$ cat src/jase_pkg.sv
// Shared types and constants for the application segment value extractor.
package jase_pkg;

  localparam int unsigned VALUES_PER_WORD = 10;
  localparam int unsigned FIELD_W         = 3;
  localparam int unsigned WORD_W          = VALUES_PER_WORD * FIELD_W;

  localparam logic [7:0]  MARKER_PREFIX   = 8'hFF;
  localparam logic [63:0] TAG_WORD_RESET  = 64'h4752_4D3A_4356_443A;
  localparam logic [7:0]  MARKER_RESET    = 8'hED;
  localparam logic [15:0] MIN_TAG_LEN     = 16'd8;
  localparam logic [15:0] HEADER_LEN      = 16'd10;

  localparam logic REG_TAG_WORD    = 1'b0;
  localparam logic REG_MARKER_CODE = 1'b1;

  typedef enum logic [1:0] {
    PH_SCAN = 2'd0,
    PH_LEN  = 2'd1,
    PH_TAG  = 2'd2,
    PH_WORD = 2'd3
  } phase_t;

  typedef struct packed {
    logic              push;
    logic [WORD_W-1:0] word;
  } word_req_t;

endpackage

$ cat src/jase_parser.sv
// Byte parser: marker scan, length, tag check and packed word assembly.
module jase_parser import jase_pkg::*; (
  input  logic        clk,
  input  logic        rst,
  input  logic        cfg_we,
  input  logic        cfg_index,
  input  logic [63:0] cfg_data,
  input  logic        accept,
  input  logic [7:0]  data_byte,
  input  logic        start_of_file,
  input  logic        buf_free,
  output logic        in_ready,
  output word_req_t   word_req
);

  logic [63:0] tag_word;
  logic [7:0]  marker_code;

  phase_t      phase, phase_next;
  logic [7:0]  previous_byte, previous_byte_next;
  logic [3:0]  byte_counter, byte_counter_next;
  logic [15:0] segment_length, segment_length_next;
  logic [63:0] tag_shift, tag_shift_next;
  logic [23:0] word_shift, word_shift_next;
  logic [13:0] words_left, words_left_next;
  logic [15:0] len_rest;
  logic [13:0] word_count;
  logic [31:0] word_full;

  assign in_ready = !(phase == PH_WORD && byte_counter == 4'd3) || buf_free;

  always_ff @(posedge clk) begin
    if (rst) begin
      tag_word    <= TAG_WORD_RESET;
      marker_code <= MARKER_RESET;
    end else if (cfg_we) begin
      unique case (cfg_index)
        REG_TAG_WORD:    tag_word    <= cfg_data;
        REG_MARKER_CODE: marker_code <= cfg_data[7:0];
        default:         tag_word    <= tag_word;
      endcase
    end
  end

  always_comb begin
    phase_next          = phase;
    previous_byte_next  = previous_byte;
    byte_counter_next   = byte_counter;
    segment_length_next = segment_length;
    tag_shift_next      = tag_shift;
    word_shift_next     = word_shift;
    words_left_next     = words_left;
    word_req.push       = 1'b0;
    word_full           = {word_shift, data_byte};
    word_req.word       = word_full[WORD_W-1:0];
    if (start_of_file) begin
      phase_next          = PH_SCAN;
      previous_byte_next  = '0;
      byte_counter_next   = '0;
      segment_length_next = '0;
      tag_shift_next      = '0;
      word_shift_next     = '0;
      words_left_next     = '0;
    end
    len_rest   = segment_length_next - HEADER_LEN;
    word_count = (segment_length_next >= HEADER_LEN) ? len_rest[15:2] : '0;
    unique case (phase_next)
      PH_LEN: begin
        if (byte_counter_next == 4'd0) begin
          segment_length_next = {data_byte, 8'd0};
          byte_counter_next   = 4'd1;
        end else begin
          segment_length_next = {segment_length_next[15:8], data_byte};
          byte_counter_next   = 4'd0;
          if (segment_length_next >= MIN_TAG_LEN) begin
            phase_next     = PH_TAG;
            tag_shift_next = '0;
          end else begin
            phase_next         = PH_SCAN;
            previous_byte_next = '0;
          end
        end
      end
      PH_TAG: begin
        tag_shift_next    = {tag_shift_next[55:0], data_byte};
        byte_counter_next = byte_counter_next + 4'd1;
        if (byte_counter_next >= 4'd8) begin
          byte_counter_next = 4'd0;
          if (tag_shift_next == tag_word && word_count != '0) begin
            phase_next      = PH_WORD;
            word_shift_next = '0;
            words_left_next = word_count;
          end else begin
            phase_next         = PH_SCAN;
            previous_byte_next = '0;
          end
        end
      end
      PH_WORD: begin
        if (byte_counter_next < 4'd3) begin
          word_shift_next   = {word_shift_next[15:0], data_byte};
          byte_counter_next = byte_counter_next + 4'd1;
        end else begin
          word_full         = {word_shift_next, data_byte};
          word_req.word     = word_full[WORD_W-1:0];
          word_req.push     = accept && (data_byte[FIELD_W-1:0] != '0);
          byte_counter_next = 4'd0;
          word_shift_next   = '0;
          words_left_next   = words_left_next - 14'd1;
          if (words_left_next == '0) begin
            phase_next         = PH_SCAN;
            previous_byte_next = '0;
          end
        end
      end
      default: begin
        if (previous_byte_next == MARKER_PREFIX && data_byte == marker_code) begin
          phase_next          = PH_LEN;
          byte_counter_next   = 4'd0;
          segment_length_next = '0;
        end
        previous_byte_next = data_byte;
      end
    endcase
  end

  always_ff @(posedge clk) begin
    if (rst) begin
      phase          <= PH_SCAN;
      previous_byte  <= '0;
      byte_counter   <= '0;
      segment_length <= '0;
      tag_shift      <= '0;
      word_shift     <= '0;
      words_left     <= '0;
    end else if (accept) begin
      phase          <= phase_next;
      previous_byte  <= previous_byte_next;
      byte_counter   <= byte_counter_next;
      segment_length <= segment_length_next;
      tag_shift      <= tag_shift_next;
      word_shift     <= word_shift_next;
      words_left     <= words_left_next;
    end
  end

  a_word_left: assert property (@(posedge clk) disable iff (rst)
    phase == PH_WORD |-> words_left != '0)
    else $error("word phase with no words left");

  a_len_count: assert property (@(posedge clk) disable iff (rst)
    phase == PH_LEN |-> byte_counter <= 4'd1)
    else $error("length byte counter out of range");

endmodule

$ cat src/jase_emitter.sv
// Word buffer and output register that drain packed fields one per cycle while the output is not stalled.
module jase_emitter import jase_pkg::*; (
  input  logic                clk,
  input  logic                rst,
  input  word_req_t           word_req,
  output logic                buf_free,
  output logic                out_valid,
  input  logic                out_ready,
  output logic [FIELD_W-1:0]  value,
  output logic                last_in_word
);

  logic              word_valid;
  logic [WORD_W-1:0] word;
  logic              load;
  logic              field_last;

  assign load       = word_valid && (!out_valid || out_ready);
  assign field_last = (word[2*FIELD_W-1:FIELD_W] == '0);
  assign buf_free   = !word_valid || (load && field_last);

  always_ff @(posedge clk) begin
    if (rst) begin
      word_valid <= 1'b0;
    end else if (word_req.push) begin
      word_valid <= 1'b1;
    end else if (load && field_last) begin
      word_valid <= 1'b0;
    end
  end

  always_ff @(posedge clk) begin
    if (word_req.push) begin
      word <= word_req.word;
    end else if (load) begin
      word <= {{FIELD_W{1'b0}}, word[WORD_W-1:FIELD_W]};
    end
  end

  always_ff @(posedge clk) begin
    if (rst) begin
      out_valid <= 1'b0;
    end else if (load) begin
      out_valid <= 1'b1;
    end else if (out_ready) begin
      out_valid <= 1'b0;
    end
  end

  always_ff @(posedge clk) begin
    if (load) begin
      value        <= word[FIELD_W-1:0];
      last_in_word <= field_last;
    end
  end

  a_value_nonzero: assert property (@(posedge clk) disable iff (rst)
    out_valid |-> value != '0)
    else $error("zero value on output");

  a_word_nonzero: assert property (@(posedge clk) disable iff (rst)
    word_valid |-> word[FIELD_W-1:0] != '0)
    else $error("buffered word has no value left");

  a_no_overrun: assert property (@(posedge clk) disable iff (rst)
    word_req.push |-> buf_free)
    else $error("word pushed into a busy buffer");

endmodule

$ cat src/jpeg_app_segment_value_extractor_top.sv
// Top level of the application segment value extractor.
// A word is buffered once its fourth byte is accepted; values leave via the output register.
// Throughput: one byte per cycle while in_ready is high; with out_ready high, values drain one
// per cycle from a one-word buffer, so a word with n > 4 values delays the next word's last byte.
// Reset: rst (synchronous) restores both registers and returns the parser to scanning.
// start_of_file returns the parser to scanning for that byte without touching registers.
module jpeg_app_segment_value_extractor_top import jase_pkg::*; (
  input  logic         clk,
  input  logic         rst,
  input  logic         cfg_we,
  input  logic         cfg_index,
  input  logic [63:0]  cfg_data,
  input  logic         in_valid,
  output logic         in_ready,
  input  logic [7:0]   data_byte,
  input  logic         start_of_file,
  output logic         out_valid,
  input  logic         out_ready,
  output logic [2:0]   value,
  output logic         last_in_word
);

  word_req_t word_req;
  logic      buf_free;

  jase_parser u_parser (
    .clk           (clk),
    .rst           (rst),
    .cfg_we        (cfg_we),
    .cfg_index     (cfg_index),
    .cfg_data      (cfg_data),
    .accept        (in_valid && in_ready),
    .data_byte     (data_byte),
    .start_of_file (start_of_file),
    .buf_free      (buf_free),
    .in_ready      (in_ready),
    .word_req      (word_req)
  );

  jase_emitter u_emitter (
    .clk          (clk),
    .rst          (rst),
    .word_req     (word_req),
    .buf_free     (buf_free),
    .out_valid    (out_valid),
    .out_ready    (out_ready),
    .value        (value),
    .last_in_word (last_in_word)
  );

endmodule

$ cat config.mk
export PLATFORM = sky130hd
export DESIGN_NAME = jpeg_app_segment_value_extractor_top
export DESIGN_NICKNAME = d
export VERILOG_FILES = /design/src/jase_pkg.sv /design/src/jase_parser.sv /design/src/jase_emitter.sv /design/src/jpeg_app_segment_value_extractor_top.sv
export SDC_FILE = /design/constraint.sdc
export NUM_CORES = 1
export LEC_CHECK = 0
export ABC_AREA = 1
export BUFFER_PORTS_ARGS = -buffer_cell sky130_fd_sc_hd__buf_4
export CORE_UTILIZATION = 45
export CTS_CLUSTER_DIAMETER = 100
export DETAILED_ROUTE_END_ITERATION = 12
export PLACE_DENSITY_LB_ADDON = 0.2
export SLEW_MARGIN = 20
export SYNTH_ARGS = -nofsm -noshare
export SYNTH_HDL_FRONTEND = slang
export SYNTH_SLANG_ARGS = --single-unit
$ cat constraint.sdc
create_clock -name clk -period 4 [get_ports clk]
set_input_delay 0.8 -clock clk [delete_from_list [all_inputs] [get_ports clk]]
set_output_delay 0.8 -clock clk [all_outputs]
set_load 0.01 [all_outputs]
== After elaboration in Yosys (flattened, before gate mapping) ==
Cells that the tools add are included.

* Register bits: 240
* Latch bits: 0
* Bits in writable memories: 0
* Bits in read-only memories: 0
* Input port bits: 79
* Output and inout port bits: 6
* Logic and storage cells: 104
* Memories: 0

* Add/subtract/negate cells: 3
* Multipliers: 0
* Div/mod/pow operators: 0
* Order comparisons: 4
* Equality and inequality tests: 8
* Shift operators: 0
* Multiplexer cells: 50
* Bitwise logic cells: 1
* Reductions and logical operators: 24

{| class="wikitable"
|+ Operators by type and width
! kind !! count
|-
| two-way mux 64 bit || 3
|-
| one-hot mux 64 bit (2 select lines) || 1
|-
| two-way mux 24 bit || 4
|-
| two-way mux 14 bit || 5
|-
| equality test 64 bit || 1
|-
| two-way mux 31 bit || 2
|-
| two-way mux 30 bit || 2
|-
| two-way mux 8 bit || 7
|-
| two-way mux 16 bit || 3
|-
| one-hot mux 24 bit (2 select lines) || 1
|-
| >= comparator 16 x 4 -> 1 bit, second input constant || 2
|-
| one-hot mux 16 bit (2 select lines) || 1
|-
| one-hot mux 14 bit (2 select lines) || 1
|-
| one-hot mux 8 bit (3 select lines) || 1
|-
| two-way mux 2 bit || 8
|-
| two-way mux 4 bit || 4
|-
| subtractor 16 x 4 -> 16 bit, second input constant || 1
|-
| logical NOT 14 bit || 1
|-
| nonzero test 14 bit || 1
|-
| subtractor 14 x 1 -> 14 bit, second input constant || 1
|-
| one-hot mux 4 bit (3 select lines) || 1
|-
| equality test 8 bit || 1
|-
| equality test 8 bit, second input constant || 1
|-
| logical AND 1 bit || 7
|-
| 17 further kinds || 30
|}

== Logic depth before layout (Yosys ltp) ==
Gate-level depths: netlist of the first run.

* Depth in word-level cells: 11
* Gate-level depth with buffers: 23
* Depth with buffers taken out: 20

== Hierarchy ==
Synthesis of the first run repeated with hierarchy kept, for this count alone.

* Cells, all modules: 1932
* Area, all modules: 13240.2 um^2

{| class="wikitable"
|+ By module, submodules not included
! module !! instances !! cells each !! area each (um^2) !! sequential area each (um^2)
|-
| jase_parser || 1 || 1789 || 11702.5 || 3863.7
|-
| jase_emitter || 1 || 141 || 1530.2 || 1061.0
|-
| jpeg_app_segment_value_extractor_top || 1 || 2 || 7.5 || 0.0
|}

== Worst setup path before layout of the first run ==
No wires, ideal clock.

* Path kind: in2reg
* Start point: input port start_of_file
* End point: register u_emitter.word[0], enable pin
* Library setup time: 0.387 ns
* Arrival: 3.897 ns
* Data required time: 3.613 ns
* Slack: -0.284 ns
* Stages on the path: 18
* Buffers on the path: 6
* Cell sequence: inv_2 > buf_6 > buf_4 > buf_4 > buf_4 > clkbuf_1 > nand2_1 > inv_1 > ha_1 > inv_1 > nand3_1 > inv_1 > nor2_2 > inv_1 > nor3_4 > inv_2 > clkbuf_1 > nand2_1

* Word-level cells in the longest chain between the ends: 5
* Elaborated cells between the ends (all ways): 7
* Classes of those cells: 1 x order compare; 1 x eq/ne; 4 x mux; 1 x reduce/logical

{| class="wikitable"
|+ RTL lines
! element !! RTL line !! text
|-
| start: declaration || jpeg_app_segment_value_extractor_top.sv:16 || <nowiki>input logic start_of_file,</nowiki>
|-
| two-way mux 4 bit || jase_parser.sv:56 || <nowiki>if (start_of_file) begin</nowiki>
|-
| < comparator 4 x 2 -> 1 bit || jase_parser.sv:100 || <nowiki>if (byte_counter_next < 4'd3) begin</nowiki>
|-
| two-way mux 31 bit || jase_parser.sv:100 ||
|-
| two-way mux 31 bit (*) || jase_parser.sv:67 || <nowiki>unique case (phase_next)</nowiki>
|-
| nonzero test 2 bit (no source line) (*) || - ||
|-
| end signal: assignment || jase_emitter.sv:34 || <nowiki>word <= word_req.word;</nowiki>
|-
| end signal: assignment || jase_emitter.sv:36 || <nowiki>word <= {{FIELD_W{1'b0}}, word[WORD_W-1:FIELD_W]};</nowiki>
|-
| end: declaration || jase_emitter.sv:14 || <nowiki>logic [WORD_W-1:0] word;</nowiki>
|}

Every way passes the cells marked *; elsewhere a longest branch is shown, timed or not.
A chain may end at the register's enable or synchronous reset.

== Worst setup path in the final report of the first run ==
* Start point: input port start_of_file
* End point: register u_parser.word_shift[7]

* Word-level cells in the longest chain between the ends: 8
* Elaborated cells between the ends (all ways): 20
* Classes of those cells: 2 x add/sub; 3 x order compare; 3 x eq/ne; 10 x mux; 2 x reduce/logical

{| class="wikitable"
|+ RTL lines
! element !! RTL line !! text
|-
| two-way mux 16 bit || jase_parser.sv:56 ||
|-
| subtractor 16 x 4 -> 16 bit / >= comparator 16 x 4 -> 1 bit (equally long branches) || jase_parser.sv:65, jase_parser.sv:66 ||
|-
| two-way mux 14 bit || jase_parser.sv:66 || <nowiki>word_count = (segment_length_next >= HEADER_LEN) ? len_rest[15:2] : '0;</nowiki>
|-
| nonzero test 14 bit || jase_parser.sv:89 || <nowiki>if (tag_shift_next == tag_word && word_count != '0) begin</nowiki>
|-
| logical AND 1 bit || jase_parser.sv:89 ||
|-
| two-way mux 24 bit || jase_parser.sv:89 ||
|-
| two-way mux 24 bit || jase_parser.sv:87 || <nowiki>if (byte_counter_next >= 4'd8) begin</nowiki>
|-
| one-hot mux 24 bit (2 select lines) (*) || jase_parser.sv:67 ||
|-
| end signal: assignment || jase_parser.sv:142 || <nowiki>word_shift <= word_shift_next;</nowiki>
|-
| end: declaration || jase_parser.sv:24 || <nowiki>logic [23:0] word_shift, word_shift_next;</nowiki>
|}

Marked as above.

==> results of run 1 <==
==> synthesized netlist by cell type (2+ instances only) <==
library cell | count | area [sq um]
nor4_1 | 2 | 12.51
nor3_1 | 11 | 55.05
a221oi_1 | 28 | 245.2
clkbuf_1 | 93 | 349.1
xnor2_1 | 22 | 192.7
o221ai_1 | 11 | 96.34
o31ai_1 | 5 | 37.54
nand2_2 | 2 | 12.51
a22oi_1 | 4 | 30.03
nor2_2 | 3 | 18.77
o21ai_0 | 197 | 986.0
a21boi_0 | 2 | 15.01
buf_1 | 6 | 22.52
dfxtp_1 | 196 | 3924
o211ai_1 | 17 | 127.6
a21oi_1 | 214 | 1071
nand2_1 | 491 | 1843
a211oi_1 | 4 | 30.03
o21ai_1 | 4 | 20.02
nor2_1 | 169 | 634.4
o22ai_1 | 9 | 56.30
inv_2 | 3 | 11.26
or2_2 | 2 | 12.51
xor2_1 | 22 | 192.7
edfxtp_1 | 34 | 1021
nand4_1 | 29 | 181.4
inv_1 | 202 | 758.2
buf_2 | 15 | 75.07
buf_4 | 10 | 75.07
a31oi_1 | 6 | 37.54
clkinv_1 | 4 | 15.01
ha_1 | 9 | 112.6
nand3_1 | 120 | 600.6
==> cell type report <==
class | count | area (sq um)
clock inverter | 11 | 122.6
fill | 2817 | 13290
multi-input combinational | 1392 | 6753
timing repair buffer | 117 | 965.9
tap | 378 | 473.0
clock buffer | 39 | 750.7
inverter | 209 | 787.0
sequential | 230 | 4945
==> state kept, by name, summed over array words and instances (netlist names), 8 cells and up <==
register and count:
u_parser.tag_word 64, u_parser.tag_shift 56, u_emitter.word 30, u_parser.word_shift 22, u_parser.segment_length 16, u_parser.words_left 14
u_parser.marker_code 8, u_parser.previous_byte 8
==> report_power, final <==
| part | internal (W) | total [W] | switching (W) |
|---|---|---|---|
| clock | 0.00144 | 0.00246 | 0.00102 |
| combinational | 0.000275 | 0.000789 | 0.000514 |
| sequential | 0.00246 | 0.00253 | 0.0000719 |
==> kinds of logic (layout without fill, tap and decap cells) <==
family,Yosys count,after routing,share of synthesized area [%]
adder cells (fa/ha/maj),9,9,0.8669
XOR/XNOR,44,44,2.967
AO/OA/AOI/OAI,505,505,21.44
buffers and inverters,334,376,10.14
flip-flops,230,230,38.07
AND/OR/NAND/NOR,834,834,26.52
==> per-stage QoR <==
step                std cells  util [%]  power (W)  instance area [sq um]
finish                   2376     52.68   0.005774                  14800
CTS                      2376     52.68   0.005803                  14800
global placement         2326     49.57   0.003340                  13920
global route             2376     52.68   0.006019                  14800
detailed placement       2326     49.57   0.003354                  13920
floorplan                1956         -   0.003099                  13000
==> routing by layer <==
metal | GRT usage [%] | vias to the layer above | part of all wire (%)
met4 | 8.272 | 0 | 2.7
met5 | 0 | - | 0
met2 | 45.28 | 424 | 48
met3 | 2.609 | 76 | 5.0
li1 | - | 6532 | -
met1 | 35.15 | 6159 | 44
==> placed cells by master (no fill, tap or decap), types with 9 or more instances in the layout <==
master / n
nand2_1: 489
a21oi_1: 214
inv_1: 200
o21ai_0: 197
dfxtp_1: 196
nor2_1: 167
nand3_1: 120
buf_4: 110
edfxtp_1: 34
nand4_1: 29
a221oi_1: 28
clkbuf_16: 27
xnor2_1: 22
xor2_1: 22
o211ai_1: 17
nor3_1: 11
o221ai_1: 11
o22ai_1: 9
ha_1: 9
clkbuf_1: 9
==> worst max-delay path, delay by kind of cell <==
| kind | cells | cell delay [ps] |
|---|---|---|
| compound gates | 4 | 550 |
| buf+inv | 4 | 730 |
| simple gates | 8 | 1560 |
==> worst min-delay path by stage <==
stage | to | slack [ps] | cells past startpoint
floorplan | u_emitter.value[0] | 400 | 0
global placement | u_emitter.value[2] | 410 | 0
detailed placement | u_emitter.value[0] | 410 | 0
CTS | u_emitter.value[0] | 430 | 0
global route | u_emitter.value[0] | 430 | 0
finish | u_emitter.value[0] | 430 | 0
==> impl_metrics.ini, run 1 <==
[run_status]
outcome = finished clean

[logic_synthesis]
syn_avg_cell_area_sq_um = 6.641
async_flop_share_pct = 0
yosys_warnings = 0
synthFlopType = dfxtp_1
synth_cell_types = 43
synth-edff-count = 34
seq_area_frac_synth_pct = 38.07
synth_seq_cells = 230
syn_inst = 1956
synth_fp_nets = 2044
syn_area_sq_mm = 0.01299

[route]
routed_wl_mm = 38.74
route.detailed.drc = 0
dr.pass1.iters = 6
postRouteAntennaNets = 0
routedWlPerCell_microns = 16.31
drt-vias-per-instance = 5.552
vias = 13190
initialDrtViolationCount = 1186

[global_route]
grt_pass1_vias = 12160
grt.total_usage_pct = 26.52
grt_pass1_wl_mm = 63.14
grt_max_degree = 81
gr-total-overflow = 0
antenna_found_initial = 0

[pwr]
p_leak_nw = 6.695
p_per_area_mw_per_mm2 = 390.2
ir_drop_mv = 0.3448

[clock_tree]
cts_buffer_depth = 3
cts_buffers = 27
tritoncts = built
root_buffer = clkbuf_16
cts_max_level = 1
cts_resized = 0
clk_pin_slew_ps = 60
cts_setup_buffers = 0
cts_hold_buf = 0
worstSkewPairLatency_ps = 560
cts.sinks = 230

[worst_setup_path]
slowest_stage = nand3_4
path_cells = buf_4 -> inv_2 -> buf_4 -> o21ai_0 -> nand2_1 -> nor2_1 -> nand2_1 -> o21ai_0 -> nand3_1 -> inv_1 -> nand4_4 -> nand3_4 -> nand3_1 -> o21ai_0 -> nand2_1 -> a21oi_1
critPathMaxStageDelay_ps = 410
path_max_fanout = 36
worst-setup-path-type = input port to flop
critPathArrivalTime_ps = 3680
crit_path_end_kind = flop
regToRegSetupSlack_ps = 950
rr_startpoint = u_parser.phase[1]
required_ps = 4430
crit_start = start_of_file
r2r_end = u_parser.segment_length[1]
reg2reg_depth = 11
crit_path_end = u_parser.word_shift[7]
cp-start-kind = input port

[sta]
min_period_ps = 3248
min_period_over_period_pct = 81.21
timing.hold.ws_ps = 425.5
worst_slack_ps = 751.7
slew_viol_final = 0
tightest_slew_ps = 702.8
fmax_mhz = 307.9
hold_viol = 0
max_slew_margin_pct = 53.08
clock-skew-final_ps = 16.80
rsz0062_at_grt = no
setup_viol = 0
final.setup.tns_ps = 0

[floorplanning]
dieArea_sq_mm = 0.02955
fp.dieH_microns = 171.9
io_pins = 85
initial_core_util_pct = 46.25
rows = 61
core_sq_mm = 0.02809
dieWidth_microns = 171.9

[placement]
dp_slack_ps = 245.7
gp_congestion = 0.9481
io_buffer_count = 84
hpwl_mm = 25.48

[final_layout]
diodes = 0
drive_gt1_share_pct = 8.859
fin_nets = 2065
syn_to_final_growth_pct = 13.91

[min_path]
hold_path.class = flop to flop
hp-start = u_emitter.word[0]

[run]
drv_cap = 0
Power figures use the tool's default switching activity.
==> run 2: changes to the inputs <==
Clock period 4 ns to 3.4 ns, I/O delays scaled along.
==> run 2 against run 1 <==
Register-to-register slack got worse by 310 ps. Worst setup slack worse by 310 ps. Critical endpoint is now u_parser.words_left[9]. Highest routed layer unchanged. Sequential share of layout area fell by 0.47 points. Final area grew 1.4%. Cell count is 0.80% higher. Total power increased by 19%.
==> impl_metrics.ini, run 2 (synthesized netlist as in run 1, its figures left out) <==
[pwr]
p_total_w = 0.006891
power_frac_comb_pct = 13.6
p_clk_share_pct = 43.3
p_leak_nw = 6.806
p_per_area_mw_per_mm2 = 459.2
swShare_pct = 27.44
p_seq_share_pct = 43.1
internal-power_w = 0.005000
ir_drop_mv = 0.3229
p_sw_w = 0.001891

[final_layout]
drive_gt1_share_pct = 10.06
fin_nets = 2084
regMostFlops = u_parser.tag_word
layout.cells.non_filler = 2395
largest_reg_flops = 64
layout_commonest_cell = nand2_1
top_regs = u_parser.tag_word (64), u_parser.tag_shift (56), u_emitter.word (30)
diodes = 0
syn_to_final_growth_pct = 15.53
final_cell_mix = 489 x nand2_1, 214 x a21oi_1, 200 x inv_1

[clock_tree]
cts_max_level = 1
clk_pin_slew_ps = 60
root_buffer = clkbuf_16
cts_setup_buffers = 0
cts_buffers = 27
cts.sinks = 230
cts_resized = 0
cts_hold_buf = 0
tritoncts = built
worstSkewPairLatency_ps = 540
cts_buffer_depth = 3

[global_route]
grt.total_usage_pct = 25.69
grt_pass1_wl_mm = 61.59
grt_pass1_vias = 12190
gr-total-overflow = 0
grt_max_degree = 97
antenna_found_initial = 0

[worst_setup_path]
cp-start-kind = input port
critPathArrivalTime_ps = 3430
required_ps = 3870
worst-setup-path-type = input port to flop
crit_path_end_kind = flop
r2r_end = u_parser.previous_byte[2]
regToRegSetupSlack_ps = 640
rr_startpoint = u_parser.segment_length[1]
path_max_fanout = 36
reg2reg_depth = 18

[route]
routed_wl_mm = 37.65
postRouteAntennaNets = 0
drt-vias-per-instance = 5.435
vias = 13020
routedWlPerCell_microns = 15.72
dr.pass1.iters = 6
initialDrtViolationCount = 1125
route.detailed.drc = 0

[min_path]
hold_depth = 3
min_delay_worst_endpoint = u_parser.tag_word[30]
hp-start = cfg_data[30]
hold_path.class = input port to flop

[sta]
rsz0062_at_grt = no
clock-skew-final_ps = 14.76
max_slew_margin_pct = 45.14
worst_slack_ps = 438.9
final.setup.tns_ps = 0
hold_viol = 0
tightest_slew_ps = 822.9
slew_viol_final = 0
min_period_ps = 2961
setup_viol = 0
fmax_mhz = 337.7
min_period_over_period_pct = 87.09

[floorplanning]
rows = 61
io_pins = 85
dieWidth_microns = 171.9
dieArea_sq_mm = 0.02955
core_sq_mm = 0.02809
initial_core_util_pct = 46.25
fp.dieH_microns = 171.9

[placement]
hpwl_mm = 24.78
dp_slack_ps = -127.4
gp_congestion = 0.9150
io_buffer_count = 84
dp.cells = 2345

[run_status]
outcome = finished clean

[run]
drv_cap = 0
-- run 2: worst max path at each step --
stage	startpoint	end	slack, ps	cells past startpoint
floorplan	start_of_file	u_emitter.word[0]	10	18
global placement	start_of_file	u_parser.words_left[11]	-70	17
detailed placement	start_of_file	u_parser.words_left[9]	-130	17
CTS	start_of_file	u_parser.words_left[9]	440	17
global route	start_of_file	u_parser.words_left[3]	90	17
finish	start_of_file	u_parser.words_left[9]	440	17
-- run 2: area by class of cell --
cell class	instances	area (sq um)
fillers	2826	13080
multi-input cells	1392	6766
flip-flops and latches	230	4945
repair buffers	136	1121
inverters	209	787.0
clock buffers	33	738.2
well taps	378	473.0
clock inverters	17	176.4
-- run 2: critical path: stages --
cell and delay, ps:
buf_4 140, inv_2 290, buf_4 340, nand2_1 80, nand2_1 70, nand2_1 60
a21oi_1 200, nand4_1 120, nor2_1 160, nand2_1 150, nor2_4 200, nand3_4 410
nand2_1 170, nand3_1 80, nand2_1 60, nand2_1 50, a21oi_1 140
-- run 2: per-layer routing --
layer | routed length [microns] | vias to the layer above | track usage [%]
met5 | 0 | - | 0
met4 | 1069 | 0 | 8.195
met3 | 2178 | 85 | 2.976
met2 | 17300 | 392 | 42.62
met1 | 17100 | 5974 | 34.72
li1 | - | 6565 | -
-- run 2: power groups by stage --
stage	Clock [W]	Combinational, W	Sequential (W)
finish	0.00298	0.000934	0.00297
global route	0.00313	0.00105	0.00299
CTS	0.00303	0.000930	0.00297
detailed placement	0	0.000925	0.00303
global placement	0	0.000914	0.00303
floorplan	0	0.000641	0.00301
-- run 2: metrics by stage --
step / utilization, % / area [sq um] / hold slack (ps)
floorplan: - / 13020 / 400.3
global placement: 50.17 / 14090 / 414.6
detailed placement: 50.17 / 14090 / 408.3
CTS: 53.43 / 15010 / 326.7
global route: 53.43 / 15010 / 339.4
finish: 53.43 / 15010 / 343.9
==> run 3: changes to the inputs <==
Settings changed: ABC_AREA 1 to default.
==> run 3 against run 2 <==
Die area down 10%. Combinational power down 54%. Non-clock buffer count up 4. Clock-buffer cell count unchanged. Synthesized area down 10%. Utilization up 0.57 points. Cell count down 23%. Sequential share of layout area up 3.2 points.
==> impl_metrics.ini, run 3 <==
[clock_tree]
worstSkewPairLatency_ps = 530
clk_pin_slew_ps = 60
root_buffer = clkbuf_16
cts.sinks = 230
cts_max_level = 1
cts_buffer_depth = 3
cts_resized = 0
cts_buffers = 26
cts_hold_buf = 0
tritoncts = built
cts_setup_buffers = 0

[worst_setup_path]
cp-start-kind = flop
path_max_fanout = 22
reg2reg_depth = 8
required_ps = 3860
critPathArrivalTime_ps = 3570
crit_path_end_kind = flop
worst-setup-path-type = flop to flop

[floorplanning]
core_sq_mm = 0.02533
rows = 58
initial_core_util_pct = 46.08
io_pins = 85
dieWidth_microns = 163.0
fp.dieH_microns = 163.0
dieArea_sq_mm = 0.02658

[placement]
hpwl_mm = 25.15
io_buffer_count = 84
gp_congestion = 0.9362

[pwr]
p_sw_w = 0.001446
power_frac_comb_pct = 6.9
p_clk_share_pct = 46.5
p_seq_share_pct = 46.6
p_leak_nw = 5.157
internal-power_w = 0.004706
p_per_area_mw_per_mm2 = 449.8
swShare_pct = 23.51
ir_drop_mv = 0.3634

[sta]
setup_viol = 0
final.setup.tns_ps = 0
rsz0062_at_grt = no
fmax_mhz = 321.8
clock-skew-final_ps = 10.75
hold_viol = 0
slew_viol_final = 0
min_period_ps = 3107
tightest_slew_ps = 920.4
min_period_over_period_pct = 91.40
max_slew_margin_pct = 38.17

[route]
routed_wl_mm = 35.24
dr.pass1.iters = 5
postRouteAntennaNets = 0
route.detailed.drc = 0
routedWlPerCell_microns = 19.18
vias = 10900
initialDrtViolationCount = 904
drt-vias-per-instance = 5.934

[final_layout]
syn_to_final_growth_pct = 17.19
layout_commonest_cell = nand2_1
final_cell_mix = 250 x nand2_1, 196 x dfxtp_1, 144 x nor2_1
fin_nets = 1577
seq_area_sq_mm = 0.004945
final_core_util_pct = 54.00
largest_reg_flops = 64
multi_input_area_sq_mm = 0.006227
top_regs = u_parser.tag_word (64), u_parser.tag_shift (56), u_emitter.word (30)
diodes = 0
regMostFlops = u_parser.tag_word
nFillCells = 2389
drive_gt1_share_pct = 13.74

[logic_synthesis]
synth.most_common_cell = nand2_1
synth.area.top_cells = dfxtp_1 34%, edfxtp_1 8.7%, nand2_1 8.0%
synth_fp_nets = 1511
syn_inst = 1423
yosys_warnings = 0
syn_avg_cell_area_sq_um = 8.201
synth_top_area_share_pct = 33.62
synth_area_leader_cell = dfxtp_1
synthTopCellsByCount = 250 x nand2_1, 196 x dfxtp_1, 144 x nor2_1
seq_area_frac_synth_pct = 42.37
synthFlopType = dfxtp_1
synth_seq_cells = 230
syn_area_sq_mm = 0.01167
async_flop_share_pct = 0
synth_cell_types = 86
synth-edff-count = 34

[global_route]
grt_max_degree = 107
grt.total_usage_pct = 26.44
grt_pass1_wl_mm = 55.47
grt_pass1_vias = 10080
antenna_found_initial = 0
gr-total-overflow = 0

[min_path]
hold_depth = 3
hold_path.class = input port to flop

[run_status]
outcome = finished clean

[run]
drv_cap = 0
==> run 3: cell count changes after synthesis, sizes merged, moves of 34 or more <==
cell | previous run | this run
nand2 | 493 | 250
nand3 | 121 | 76
nand2b | 0 | 34
o21ai | 201 | 36
inv | 205 | 26
a21oi | 214 | 68
a22oi | 4 | 94
==> run 3: power by group through the flow <==
stage | Sequential (W) | Clock, W | Combinational [W]
2_1_floorplan | 0.00290 | 0 | 0.000255
3_3_place_gp | 0.00292 | 0 | 0.000423
3_5_place_dp | 0.00293 | 0 | 0.000425
4_1_cts | 0.00287 | 0.00292 | 0.000427
5_1_grt | 0.00287 | 0.00301 | 0.000466
6_report | 0.00287 | 0.00286 | 0.000426
==> run 3: routing by layer <==
| metal | GRT usage (%) | wire length, microns | part of all wire (%) | vias to the layer above |
|---|---|---|---|---|
| li1 | - | - | - | 5283 |
| met1 | 33.63 | 15190 | 43 | 5231 |
| met2 | 45.94 | 17100 | 49 | 322 |
| met3 | 2.971 | 1653 | 4.7 | 64 |
| met4 | 9.601 | 1289 | 3.7 | 0 |
| met5 | 0 | 0 | 0 | - |
==> run 3: layout make-up <==
| cell class | count | share of cell area [%] |
|---|---|---|
| sequential | 230 | 36.16 |
| timing repair buffer | 140 | 8.170 |
| tap | 330 | 3.019 |
| inverter | 26 | 0.7136 |
| clock buffer | 33 | 5.252 |
| clock inverter | 13 | 1.153 |
| multi-input combinational | 1065 | 45.54 |
==> run 3: path summary, 6_finish.rpt <==
check	startpoint	end	slack, ps
max	u_parser.segment_length[5]	u_parser.word_shift[17]	290
max reg2reg	u_parser.segment_length[5]	u_parser.word_shift[17]	290
min	cfg_data[33]	u_parser.tag_word[33]	360
min reg2reg	u_emitter.word[0]	u_emitter.value[0]	420
==> run 3: cells by family (layout without fill, tap and decap cells) <==
group                      after synthesis  after routing  synth area share, %
buffers and inverters                  128            212                4.514
xor gates and xnor gates                38             38                2.852
adders and majority gates                9              9               0.9650
muxes                                    5              5               0.4503
AOI/OAI and AO/OA                      358            358                21.83
DFF                                    230            230                42.37
and+or+nand+nor                        655            655                27.02
==> run 3: through the flow <==
stage	std cells	power (W)	hold WS [ps]	worst slack (ps)	instance area, sq um
after floorplan	1423	0.003156	400.3	25.50	11680
after global placement	1791	0.003346	403.5	44.55	12800
after detailed placement	1791	0.003350	404.5	9.934	12800
after CTS	1837	0.006214	341.2	357.5	13670
after global routing	1837	0.006345	356.2	47.04	13680
final	1837	0.006152	360.2	292.6	13680
==> run 3: worst max-delay path, cell delays in order, from the launching register on <==
cell and delay [ps]:
dfxtp_1 400, or4_4 610, nor2_1 230, a41oi_1 360, and3b_1 330, nand4_1 230, nor4_4 100, o21ai_4 530
a22o_1 250
